`src/rtl/neighbor_cache_lru_macros.svh`:
```
// assertion macros for the neighbor cache rtl
// no dependencies; included by modules that assert
`ifndef NEIGHBOR_CACHE_LRU_MACROS_SVH
`define NEIGHBOR_CACHE_LRU_MACROS_SVH
`ifndef SYNTHESIS
`define NCL_ASSERT(label, clk, rst, prop, msg) \
   label: assert property (@(posedge clk) disable iff (rst) prop) else $error(msg);
`define NCL_ASSERT_NR(label, clk, prop, msg) \
   label: assert property (@(posedge clk) prop) else $error(msg);
`else
`define NCL_ASSERT(label, clk, rst, prop, msg)
`define NCL_ASSERT_NR(label, clk, prop, msg)
`endif
`endif

```
`src/rtl/ncl_pkg.sv`:
```
// shared types and constants for the neighbor cache
// no dependencies
package ncl_pkg;
   localparam int DEFAULT_ENTRIES = 16;
   localparam int KEY_W = 64;
   localparam int MAC_W = 48;
   localparam int TIME_W = 64;
   localparam int IDX_OUT_W = 4;

   localparam logic FUNC_LOOKUP = 1'b0;
   localparam logic FUNC_UPDATE = 1'b1;

   typedef enum logic [2:0] {
      ST_IDLE, ST_MATCH, ST_SCAN, ST_WRITE, ST_OUT
   } state_type;

   // request broadcast down the cell row
   typedef struct packed {
      logic              func;
      logic [KEY_W-1:0]  key_high;
      logic [KEY_W-1:0]  key_low;
      logic [MAC_W-1:0]  mac;
      logic [TIME_W-1:0] now;
   } request_type;

   // scan token handed from cell to cell
   typedef struct packed {
      logic              hit;      // match seen at a lower index
      logic              free;     // free entry seen at a lower index
      logic              old;      // entry older than now seen
      logic [TIME_W-1:0] oldest;
      logic [5:0]        slot;
   } token_type;
endpackage

```
`src/rtl/ncl_cell.sv`:
```
// one cache entry: stores key, mac, time, and folds its entry into the scan token
// the token is registered here and reaches the upper neighbor in the next cycle
// depends on ncl_pkg
module ncl_cell #(
   parameter int IDX_W = 4,
   parameter logic [IDX_W-1:0] INDEX = '0
) (
   input  logic                  clock,
   input  logic                  reset,
   input  ncl_pkg::request_type  req,
   input  ncl_pkg::token_type    tok_in,
   output ncl_pkg::token_type    tok_out,
   output logic                  match,
   output logic [ncl_pkg::MAC_W-1:0] mac,
   input  logic                  wr_key,
   input  logic                  wr_mac,
   input  logic                  wr_time
);
   logic                        valid_ff;
   logic [ncl_pkg::KEY_W-1:0]   kh_ff, kl_ff;
   logic [ncl_pkg::MAC_W-1:0]   mac_ff;
   logic [ncl_pkg::TIME_W-1:0]  time_ff;
   ncl_pkg::token_type          fold_ff, fold_in;

   assign match   = valid_ff && kh_ff == req.key_high && kl_ff == req.key_low;
   assign mac     = mac_ff;
   assign tok_out = fold_ff;

   // fold this entry into the token from the lower neighbor
   always_comb begin
      fold_in = tok_in;
      if (!tok_in.free && !valid_ff) begin
         fold_in.free = 1'b1;
         fold_in.slot = 6'(INDEX);
      end else if (!tok_in.free && time_ff < tok_in.oldest) begin
         fold_in.old    = 1'b1;
         fold_in.oldest = time_ff;
         fold_in.slot   = 6'(INDEX);
      end
   end

   // hand the token to the upper neighbor
   always_ff @(posedge clock) begin
      fold_ff <= fold_in;
   end

   // valid bit
   always_ff @(posedge clock) begin
      if (reset) begin
         valid_ff <= 1'b0;
      end else if (wr_key) begin
         valid_ff <= 1'b1;
      end
   end

   // entry payload
   always_ff @(posedge clock) begin
      if (wr_key) begin
         kh_ff <= req.key_high;
         kl_ff <= req.key_low;
      end
      if (wr_mac) mac_ff <= req.mac;
      if (wr_time) time_ff <= req.now;
   end
endmodule
```
`config.mk`:
```
export PLATFORM = sky130hd
export DESIGN_NAME = ncl_cell
export DESIGN_NICKNAME = d
export VERILOG_FILES = /design/src/rtl/neighbor_cache_lru_macros.svh /design/src/rtl/ncl_pkg.sv /design/src/rtl/ncl_cell.sv
export SDC_FILE = /design/constraint.sdc
export NUM_CORES = 1
export LEC_CHECK = 0
export BUFFER_PORTS_ARGS = -buffer_cell sky130_fd_sc_hd__buf_2
export CORE_MARGIN = 2
export CORE_UTILIZATION = 44
export DETAILED_ROUTE_END_ITERATION = 16
export HOLD_SLACK_MARGIN = 0.1
export PLACE_DENSITY = 0.74
export SLEW_MARGIN = 20
export SYNTH_ARGS = -nofsm -noshare
export SYNTH_HDL_FRONTEND = slang
export SYNTH_SLANG_ARGS = --single-unit
```
`constraint.sdc`:
```
create_clock -name clock -period 2.2 [get_ports clock]
set_input_delay 0.11 -clock clock [delete_from_list [all_inputs] [get_ports clock]]
set_output_delay 0.11 -clock clock [all_outputs]
set_load 0.02 [all_outputs]
```
==> impl_summary.log, run 1 <==
[metrics] per-cell via count in the routed design: 5.15
[metrics] total global routing track utilization: 28.2%
[metrics] violated checks: negative setup slack
[metrics] Critical Path End Type: primary output
[metrics] most common library cell in the layout ignoring fill and taps: buf_2
[metrics] Die Height: 175 um
[metrics] Remaining Overflow, GRT: 0
[metrics] Leak Pwr: 9.47 nW
[metrics] number of standard cells after synthesis: 844
[metrics] Final Routed Wirelength: 45900 um
[metrics] clock tree from TritonCTS: yes
[metrics] setup slack of the critical path after layout: -591 ps
[metrics] worst r2r path cells: 10
[metrics] pin count of the biggest net entering global routing: 52
[metrics] highest net fanout along the worst path: 2
[metrics] CP max stage cell: edfxtp_1
[metrics] detailed-router iteration count before antenna repair: 5
[metrics] final worst hold slack: 118 ps
[metrics] layout cell share with drive strength beyond 1: 40.1%
[metrics] post-placement worst setup slack: -640 ps
[metrics] simple-gate area share of the yosys netlist: 4.31%
[metrics] Slew Viols, Final: 0
[metrics] clock input transition at the sequential cells of the worst setup and hold paths: 70 ps
[metrics] Post-route DRC: 0
[metrics] max frequency: 0.358 GHz
[metrics] number of warning messages in the yosys log: 0
[metrics] insertion delay of the later-clocked pin in the worst-skew pair: 510 ps
[metrics] Pwr Density: 769 nW/um^2
[metrics] die area: 30700 um^2
[metrics] Synth Area in XOR/XNOR: 5.36%
[metrics] Top Ports: 441
[metrics] number of antenna violations at the first check in global routing: 9
[metrics] Max transition margin: 60.2%
[metrics] largest stage delay on the critical path: 340 ps
[metrics] CORE AREA: 28800 um^2
[metrics] post-synthesis share of cell area spent on full adders, half adders and majority gates: 6.11%
[metrics] Hold WC Path Type: in2reg
[metrics] share of the yosys chip area belonging to registers: 67.3%
[metrics] number of nets with antenna violations after detailed routing: 0
[metrics] die extent in x: 175 um
[metrics] synthesized cell area: 12900 um^2
[metrics] total of fill cells in the finished design: 1650
[metrics] required time reported for the critical path endpoint: 2090 ps
[metrics] mean area per synthesized cell: 15.3 um^2
[metrics] share of the clock period used by the worst path after layout: 127%
[metrics] WS Path Type: reg2out
[metrics] cell-by-cell trace of the critical path: inv_2, buf_4, o2bb2ai_1, a221oi_2, nand4_1, nor4_4, nand4_1, nor4_4, buf_4
[metrics] CTS Root Cell: clkbuf_16
[metrics] compound-gate portion of the synthesized area: 5.57%
[metrics] row count: 62
[metrics] setup repair after global routing missed its margin: yes
[metrics] result of the run: complete, but fails checks
[metrics] H-tree lvl count: 2
[metrics] dominant combinational cell family by area after synthesis: multiplexers
[metrics] effective utilization at floorplan: 44.8%
[metrics] NumNets Final: 2101
[metrics] via count of the routed design: 11000
[metrics] post-detailed-route wirelength per cell: 21.5 um
[metrics] post-route minimum period: 2790 ps
[metrics] number of global-route vias before repair: 11900
[metrics] data arrival time at the worst-slack endpoint: 2680 ps
[metrics] destination of the worst hold path: kh_ff[58]
[metrics] total chip power: 16.2 mW
[metrics] Sinks on Clock Net: 314
[metrics] max capacitance violation total: 0
[metrics] Yosys cell types: 40
[metrics] FF+latch count, synth: 314
[metrics] Final Hold Vio Count: 0
[metrics] worst-case clock skew: 19.4 ps
[metrics] cell depth of the worst min-delay path: 1
[metrics] type of origin of the critical path: flip-flop
[metrics] net count of the mapped netlist: 1226
[metrics] IO buf count: 439
[metrics] commonest cells after routing, fill and taps aside: 437 x buf_2, 315 x dlygate4sd3_1, 240 x edfxtp_1, 114 x inv_1, 81 x buf_4
[metrics] global-route wire length before repair: 65700 um
[metrics] post-synthesis to final-layout area growth: 63.0%
[metrics] Worst Min Path Start: wr_key
[metrics] Worst-Margin Slew: 592 ps
[metrics] Reg-to-Reg Start: time_ff[6]
[metrics] setup slack of the most critical reg-to-reg path: -560 ps
[metrics] estimated wirelength of the detail-placed design: 26300 um
[metrics] maximum root-to-sink buffer count: 3
[metrics] global placement routability congestion: 0.888
[metrics] final number of setup-violating endpoints: 72
[metrics] number of buffers created by CTS: 36
[metrics] Max IR drop VDD: 727 uV
[metrics] endpoint of the worst-slack reg-to-reg timing path: tok_out[39]
[metrics] drt first-iter violations: 737
[metrics] share of synthesized area spent on multiplexers: 7.01%
-- registers in the layout, summed over array words and instances, names as in the netlist --
signal / cells
tok_out: 73
kh_ff: 64
kl_ff: 64
time_ff: 64
mac: 48
valid_ff: 1
-- power breakdown --
part,internal [mW],switching (mW)
clock,3.71,2.48
sequential,6.93,0.253
combinational,1.44,1.36
-- cell usage after synthesis --
master,n,share of area [%]
a211oi_1,6,0.35
a21o_1,4,0.23
a21oi_1,24,0.93
a221oi_1,15,1.0
a221oi_2,1,0.12
a222oi_1,1,0.078
a22oi_1,2,0.12
a2bb2oi_1,4,0.27
and3_1,10,0.48
and4_1,1,0.068
buf_12,5,0.78
buf_2,1,0.039
buf_6,1,0.087
dfxtp_1,74,11
edfxtp_1,240,56
ha_1,63,6.1
inv_1,117,3.4
mux2_2,15,1.3
mux2_4,49,5.7
nand2_1,21,0.61
nand2b_1,4,0.19
nand3_1,4,0.16
nand4_1,23,1.1
nand4_2,1,0.097
nand4bb_1,1,0.087
nor2_1,10,0.29
nor3_1,2,0.078
nor4_1,16,0.78
nor4_2,2,0.19
o211ai_1,3,0.17
o211ai_2,1,0.097
o21a_1,1,0.058
o21ai_0,11,0.43
o221ai_1,1,0.068
o22ai_1,14,0.68
o2bb2ai_1,14,0.95
or2_2,1,0.049
or4_1,2,0.12
xnor2_1,37,2.5
xor2_1,42,2.9
-- logic make-up (layout without fill, tap and decap cells) --
group           count (synthesis)  after routing
mux                            64             64
flops                         314            314
other cells                     0              4
xor+xnor                       79             79
simple gates                   98             98
fa+ha+maj                      63             63
compound gates                102            102
buf+inv                       124           1027
-- worst max-delay path, delay by kind of cell (launching register included) --
kind                   cells  cell delay, ps
AND/OR/NAND/NOR            4            1030
AO/OA/AOI/OAI              2             420
buffers and inverters      3             380
flip-flops                 1             340
-- worst max-delay path by stage --
stage / from / slack [ps] / end / depth (start not counted)
2_1_floorplan: time_ff[37] / -110 / tok_out[21] / 10
3_3_place_gp: time_ff[39] / -600 / tok_out[64] / 9
3_5_place_dp: time_ff[36] / -640 / tok_out[10] / 10
4_1_cts: kh_ff[41] / -550 / match / 8
5_1_grt: time_ff[6] / -660 / tok_out[36] / 10
6_report: kl_ff[54] / -590 / match / 9
-- through the flow --
| stage | setup TNS (ps) | cells | utilization, % | area, um^2 |
|---|---|---|---|---|
| 2_1_floorplan | -5510 | 844 | - | 12900 |
| 3_3_place_gp | -39300 | 1728 | 55.8 | 16100 |
| 3_5_place_dp | -41850 | 1728 | 55.8 | 16100 |
| 4_1_cts | -33300 | 2118 | 71.8 | 20700 |
| 5_1_grt | -41870 | 2132 | 73.0 | 21000 |
| 6_report | -34860 | 2135 | 73.1 | 21000 |
-- repair_timing --
item,in CTS,in global routing
pin swaps,12,20
gates cloned,1,1
endpoints found under the setup margin,72,72
endpoints found under the hold margin,320,0
buffers inserted,8,12
hold buffers,315,0
resized for setup,28,39
-- metal layers --
metal  vias up  track usage (%)  part of all wire (%)
met5         -                0                  0.16
met4        12             13.5                   5.3
met3       182             8.18                   8.8
met2       663             51.4                    52
met1      5255             29.7                    34
li1       4877                -                     -
-- layout make-up --
type	instances	area (um^2)	area share, %
antenna	4	10.0	0.0476
clock buffer	46	1000	4.76
clock inverter	20	214	1.02
inverter	117	439	2.09
multi-input combinational	406	4050	19.3
sequential	314	8690	41.3
tap	384	480	2.28
timing repair buffer	844	6150	29.2
(Power assumes the default switching activity.)
==> inputs of run 2 (changes only) <==
PLACE_DENSITY = 0.71   (was 0.74)
clock period = 3.01 ns   (was 2.2 ns; I/O delays follow)
==> run 2 against run 1 <==
  * The flow now finishes without violations
  * Clock skew shrank 4.3 ps
  * Worst setup slack gained 670 ps
  * Routed wire length shrank 11%
  * Die area is the same
  * First-iteration DRC count shrank 17%
  * Clock-buffer cell count grew 2
  * Sequential share of layout area grew 2.2 points
  * Sequential cell count is the same
  * Combinational power shrank 35%
  * Critical path type is now reg2reg
==> impl_summary.log, run 2 (synthesis results as in run 1) <==
[metrics] result of the run: completed
[metrics] Die Height: 175 um (unchanged)
[metrics] effective utilization at floorplan: 44.8% (unchanged)
[metrics] worst r2r path cells: 11 (+1)
[metrics] number of global-route vias before repair: 11100 (-6.8%)
[metrics] pin count of the biggest net entering global routing: 65 (+25%)
[metrics] most common library cell in the layout ignoring fill and taps: buf_2
[metrics] NumNets Final: 2024 (-3.7%)
[metrics] drt first-iter violations: 610 (-17%)
[metrics] max capacitance violation total: 0 (unchanged)
[metrics] Slew Viols, Final: 0 (unchanged)
[metrics] IO buf count: 439 (unchanged)
[metrics] Final Routed Wirelength: 40700 um (-11%)
[metrics] Leak Pwr: 8.88 nW (-6.2%)
[metrics] total global routing track utilization: 25.3% (-2.9 points)
[metrics] row count: 62 (unchanged)
[metrics] per-cell via count in the routed design: 4.96 (-3.7%)
[metrics] via count of the routed design: 10200 (-7.2%)
[metrics] Remaining Overflow, GRT: 0 (unchanged)
[metrics] setup slack of the critical path after layout: 76.4 ps (+667 ps)
[metrics] Buffers & Inverters on Critical Path: 3 (unchanged)
[metrics] CORE AREA: 28800 um^2 (unchanged)
[metrics] Pwr Density: 557 nW/um^2 (-28%)
[metrics] WS Path Type: reg2reg
[metrics] post-detailed-route wirelength per cell: 19.8 um (-8.1%)
[metrics] number of buffers created by CTS: 35 (-2.8%)
[metrics] number of antenna violations at the first check in global routing: 5 (-4)
[metrics] global-route wire length before repair: 59900 um (-8.8%)
[metrics] estimated wirelength of the detail-placed design: 25000 um (-4.8%)
[metrics] multi-input gate area in the final layout: 3720 um^2 (-8.2%)
[metrics] destination of the worst hold path: kh_ff[37]
[metrics] share of the core filled with cells: 69.4% (-3.7 points)
[metrics] type of origin of the critical path: flip-flop
[metrics] Setup TNS: 0 ps (+34860 ps)
[metrics] global placement routability congestion: 0.875 (-1.5%)
[metrics] Post-route DRC: 0 (unchanged)
[metrics] endpoint of the worst-slack reg-to-reg timing path: tok_out[22]
[metrics] CTS Root Cell: clkbuf_16
[metrics] Top Ports: 441 (unchanged)
[metrics] family with the most delay on the worst path: simple AND/OR/NAND/NOR gates
[metrics] highest net fanout along the worst path: 10 (+8)
[metrics] required time reported for the critical path endpoint: 3400 ps (+1310 ps)
[metrics] Max transition margin: 30.4% (-30 points)
[metrics] die area: 30700 um^2 (unchanged)
[metrics] CP max stage cell: edfxtp_1
[metrics] setup slack of the most critical reg-to-reg path: 80 ps (+640 ps)
[metrics] Max IR drop VDD: 494 uV (-32%)
[metrics] largest stage delay on the critical path: 450 ps (+110 ps)
[metrics] Final Hold Vio Count: 0 (unchanged)
[metrics] share of the clock period used by the worst path after layout: 97.5%
[metrics] final number of setup-violating endpoints: 0 (-100%)
[metrics] dominant cell type by count on the critical path: buf_4
[metrics] detailed-router iteration count before antenna repair: 5 (unchanged)
[metrics] cell depth of the worst min-delay path: 1 (unchanged)
[metrics] Hold WC Path Type: in2reg
[metrics] cell-by-cell trace of the critical path: ha_4, nand4_1, nor4_4, nand2_1, o211ai_1, a21oi_2, buf_4, o211ai_4, buf_4, clkbuf_16, mux2_4
[metrics] Worst Min Path Start: wr_key
[metrics] Worst-Margin Slew: 1040 ps (+452 ps)
[metrics] number of nets with antenna violations after detailed routing: 0 (unchanged)
[metrics] layout cell share with drive strength beyond 1: 34.8% (-5.3 points)
[metrics] Reg-to-Reg Start: time_ff[34]
[metrics] number of flip-flops under the largest register name: 73 (unchanged)
[metrics] H-tree lvl count: 2 (unchanged)
[metrics] insertion delay of the later-clocked pin in the worst-skew pair: 510 ps (about the same)
[metrics] post-route minimum period: 2930 ps
[metrics] total area of sequential cells: 8690 um^2 (unchanged)
[metrics] total of fill cells in the finished design: 1792 (+8.6%)
[metrics] data arrival time at the worst-slack endpoint: 3320 ps (+640 ps)
[metrics] post-synthesis to final-layout area growth: 54.7%
[metrics] clock input transition at the sequential cells of the worst setup and hold paths: 60 ps (about the same)
[metrics] max frequency: 0.341 GHz
[metrics] die extent in x: 175 um (unchanged)
[metrics] maximum root-to-sink buffer count: 3 (unchanged)
[metrics] Sinks on Clock Net: 314 (unchanged)
[metrics] clock tree from TritonCTS: yes
[metrics] commonest cells after routing, fill and taps aside: 437 x buf_2, 314 x dlygate4sd3_1, 240 x edfxtp_1, 117 x inv_1, 74 x dfxtp_1
[metrics] Critical Path End Type: flip-flop
[metrics] worst-case clock skew: 15.0 ps (-4.32 ps)
[metrics] post-placement worst setup slack: 22.2 ps (+662 ps)
[run 2: cell count changes in the layout (fill, tap and decap cells not counted), moves of 6 or more]
cell	before	now
buf_4	81	10
a221oi_1	6	13
a221oi_2	10	3
ha_1	55	62
ha_4	8	1
mux2_2	8	15
mux2_4	56	49
nor4_1	8	14
[run 2: routing by layer]
layer | vias to the layer above | track usage, % | routed length (um)
met5 | - | 0 | 0
met4 | 0 | 10.5 | 1630
met3 | 98 | 5.82 | 2940
met1 | 4894 | 28.8 | 15300
li1 | 4717 | - | -
met2 | 493 | 45.6 | 20800
[run 2: cell type report]
class | count | share of cell area (%)
timing repair buffer | 768 | 27.8
clock buffer | 48 | 4.83
inverter | 117 | 2.20
tap | 384 | 2.41
multi-input combinational | 406 | 18.6
clock inverter | 14 | 0.558
antenna | 7 | 0.0878
sequential | 314 | 43.5
[run 2: per-stage QoR]
step / cells / hold slack [ps] / power, mW / instance area [um^2]
6_report: 2058 / 188 / 11.1 / 20000
5_1_grt: 2057 / 212 / 11.5 / 20000
4_1_cts: 2044 / 192 / 11.0 / 19800
3_5_place_dp: 1668 / 255 / 6.67 / 15600
3_3_place_gp: 1668 / 255 / 6.63 / 15600
2_1_floorplan: 844 / 178 / 6.03 / 12900
[run 2: how the worst max path moves through the flow]
| stage | from | to | slack, ps | cells past startpoint |
|---|---|---|---|---|
| finish | time_ff[34] | tok_out[22] | 80 | 11 |
| global route | time_ff[34] | tok_out[22] | -30 | 11 |
| CTS | time_ff[38] | tok_out[6] | 8 | 10 |
| detailed placement | time_ff[38] | tok_out[20] | 20 | 10 |
| global placement | time_ff[38] | tok_out[6] | 50 | 10 |
| floorplan | time_ff[37] | tok_out[21] | 640 | 10 |
[run 2: what timing repair did]
item,CTS,global route
resized for setup,3,10
setup endpoints to repair,7,63
pin swaps,0,5
setup buffers,0,4
gates cloned,0,3
hold buffers,314,0
hold endpoints to repair,314,0
[run 2: where the power goes]
group	total (mW)	switching, mW	internal [mW]	leakage (nW)
combinational	1.81	0.898	0.914	5.38
sequential	5.23	0.165	5.06	2.97
clock	4.07	1.73	2.34	0.523
==> inputs of run 3 (changes only) <==
PLACE_DENSITY = 0.81   (was 0.71)
SETUP_SLACK_MARGIN = 0.4   (was not set)
==> run 3 against run 2 <==
  * Clock skew about the same
  * Largest power group unchanged
  * Utilization increased by 1.5 points
  * Routed wire length increased by 16%
  * Worst setup slack got worse by 28 ps
  * Via count increased by 7.1%
  * Register-to-register slack improved by 30 ps
  * Critical path type is now reg2out
  * Critical endpoint is now match
  * Highest routed layer is now met5
  * Die area unchanged
  * Critical path depth decreased by 4
==> impl_summary.log, run 3 (synthesis results as in run 1) <==
[metrics] Hold WC Path Type: in2reg
[metrics] setup slack of the most critical reg-to-reg path: 110 ps (+30 ps)
[metrics] Final Routed Wirelength: 47100 um (+16%)
[metrics] setup repair after global routing missed its margin: yes
[metrics] Post-route DRC: 0 (unchanged)
[metrics] row count: 62 (unchanged)
[metrics] die extent in x: 175 um (unchanged)
[metrics] number of antenna violations at the first check in global routing: 11 (+6)
[metrics] Leak Pwr: 9.12 nW (+2.7%)
[metrics] type of origin of the critical path: flip-flop
[metrics] drt first-iter violations: 966 (+58%)
[metrics] cell total after placement: 1668 (unchanged)
[metrics] NumNets Final: 2037 (+0.64%)
[metrics] setup slack of the critical path after layout: 47.9 ps (-28.4 ps)
[metrics] Reg-to-Reg Start: time_ff[34]
[metrics] result of the run: completed
[metrics] post-synthesis to final-layout area growth: 58.1%
[metrics] dominant cell type by count on the critical path: nand4_1
[metrics] data arrival time at the worst-slack endpoint: 2810 ps (-510 ps)
[metrics] Die Height: 175 um (unchanged)
[metrics] final number of setup-violating endpoints: 0 (unchanged)
[metrics] Buffers & Inverters on Critical Path: 1 (-2)
[metrics] H-tree lvl count: 2 (unchanged)
[metrics] global placement routability congestion: 0.922 (+5.4%)
[metrics] endpoint of the worst-slack reg-to-reg timing path: tok_out[49]
[metrics] number of buffers created by CTS: 34 (-2.9%)
[metrics] max capacitance violation total: 0 (unchanged)
[metrics] post-placement worst setup slack: 102 ps (+79.4 ps)
[metrics] insertion delay of the later-clocked pin in the worst-skew pair: 510 ps (about the same)
[metrics] CORE AREA: 28800 um^2 (unchanged)
[metrics] clock input transition at the sequential cells of the worst setup and hold paths: 70 ps (about the same)
[metrics] post-detailed-route wirelength per cell: 22.7 um (+15%)
[metrics] estimated wirelength of the detail-placed design: 26000 um (+4.1%)
[metrics] Max IR drop VDD: 435 uV (-12%)
[metrics] CP max stage cell: edfxtp_1
[metrics] Post-Place Cell Area: 15600 um^2 (about the same)
[metrics] cell depth of the worst min-delay path: 1 (unchanged)
[metrics] share of the clock period used by the worst path after layout: 98.4% (+0.94 points)
[metrics] IO buf count: 439 (unchanged)
[metrics] largest stage delay on the critical path: 430 ps (-20 ps)
[metrics] clock tree from TritonCTS: yes
[metrics] Sinks on Clock Net: 314 (unchanged)
[metrics] post-route minimum period: 2960 ps (+28.4 ps)
[metrics] destination of the worst hold path: kl_ff[45]
[metrics] via count of the routed design: 10900 (+7.1%)
[metrics] worst r2r path cells: 11 (unchanged)
[metrics] Setup TNS: 0 ps (unchanged)
[metrics] highest net fanout along the worst path: 1 (-9)
[metrics] effective utilization at floorplan: 44.8% (unchanged)
[metrics] WS Path Type: reg2out
[metrics] layout cell share with drive strength beyond 1: 35.8% (+1.0 points)
[metrics] max frequency: 0.338 GHz (-0.96%)
[metrics] CTS Root Cell: clkbuf_16
[metrics] Remaining Overflow, GRT: 0 (unchanged)
[metrics] Post-Layout Cell Count: 2074 (+0.78%)
[metrics] global-route wire length before repair: 67400 um (+12%)
[metrics] Top Ports: 441 (unchanged)
[metrics] per-cell via count in the routed design: 5.27 (+6.3%)
[metrics] Slew Viols, Final: 0 (unchanged)
[metrics] total global routing track utilization: 29.0% (+3.7 points)
[metrics] total chip power: 11.4 mW (+2.9%)
[metrics] commonest cells after routing, fill and taps aside: 437 x buf_2, 314 x dlygate4sd3_1, 240 x edfxtp_1, 116 x inv_1, 74 x dfxtp_1
[metrics] family with the most delay on the worst path: simple AND/OR/NAND/NOR gates
[metrics] worst-case clock skew: 15.4 ps (+0.413 ps)
[metrics] cell-by-cell trace of the critical path: xor2_1, nor4_2, nand4_1, nor3_2, nand4_1, nor4_4, buf_4
[metrics] Worst-Margin Slew: 1120 ps (+73.3 ps)
[metrics] Max transition margin: 25.5% (-4.9 points)
[metrics] most common library cell in the layout ignoring fill and taps: buf_2
[metrics] required time reported for the critical path endpoint: 2860 ps (-540 ps)
[metrics] Final Hold Vio Count: 0 (unchanged)
[metrics] die area: 30700 um^2 (unchanged)
[metrics] Pwr Density: 560 nW/um^2 (+0.69%)
[metrics] pin count of the biggest net entering global routing: 65 (unchanged)
[metrics] number of flip-flops under the largest register name: 73 (unchanged)
[metrics] final design area excluding fillers: 20400 um^2 (+2.2%)
[metrics] maximum root-to-sink buffer count: 3 (unchanged)
[metrics] detailed-router iteration count before antenna repair: 5 (unchanged)
[metrics] number of nets with antenna violations after detailed routing: 0 (unchanged)
[metrics] number of global-route vias before repair: 11700 (+6.1%)
[metrics] Critical Path End Type: primary output
[metrics] Worst Min Path Start: wr_key
[run 3: repair_timing]
item | 4_1_cts | 5_1_grt
gates cloned | 4 | 4
hold buffers | 314 | 0
endpoints found under the hold margin | 314 | 0
pin swaps | 6 | 7
buffers inserted | 11 | 2
setup endpoints to repair | 71 | 72
resized for setup | 22 | 22
[run 3: final cells by class]
class,instances,area [um^2]
flip-flops and latches,314,8690
fillers,1687,8380
repair buffers,782,5790
multi-input cells,406,3860
clock buffers,47,983
well taps,384,480
inverters,117,439
clock inverters,15,126
diodes,9,22.5
[run 3: worst max path at each step]
stage	startpoint	to	depth (start not counted)
global route	time_ff[34]	tok_out[44]	11
floorplan	time_ff[37]	tok_out[21]	10
detailed placement	time_ff[38]	tok_out[6]	9
finish	kl_ff[1]	match	7
CTS	kl_ff[1]	match	7
global placement	time_ff[37]	tok_out[6]	9
[run 3: per-layer routing]
metal | vias up | GRT usage (%) | part of all wire, %
met4 | 4 | 14.7 | 5.4
met1 | 5229 | 31.8 | 34
li1 | 4761 | - | -
met3 | 166 | 8.12 | 9.9
met2 | 764 | 51.4 | 50
met5 | - | 0 | 0.047
[run 3: per-stage QoR]
step                utilization (%)  hold slack (ps)
detailed placement             54.1              260
floorplan                         -              178
finish                         70.9              265
global route                   70.9              293
global placement               54.1              256
CTS                            70.0              269
[run 3: report_power, final]
| group | total (mW) | switching, mW | internal [mW] |
|---|---|---|---|
| Clock | 4.20 | 1.74 | 2.46 |
| Combinational | 1.98 | 0.981 | 0.994 |
| Sequential | 5.25 | 0.187 | 5.07 |
| Total | 11.4 | 2.91 | 8.52 |
[run 3: worst reg2reg max path: stages, from the launching register on]
cell and delay [ps]:
edfxtp_1 440, ha_4 310, nand4_1 170, nor4_4 350, nand2_1 110, o211ai_1 330, a21oi_2 110, o211ai_4 260
buf_6 180, buf_12 120, buf_16 120, mux2_4 300
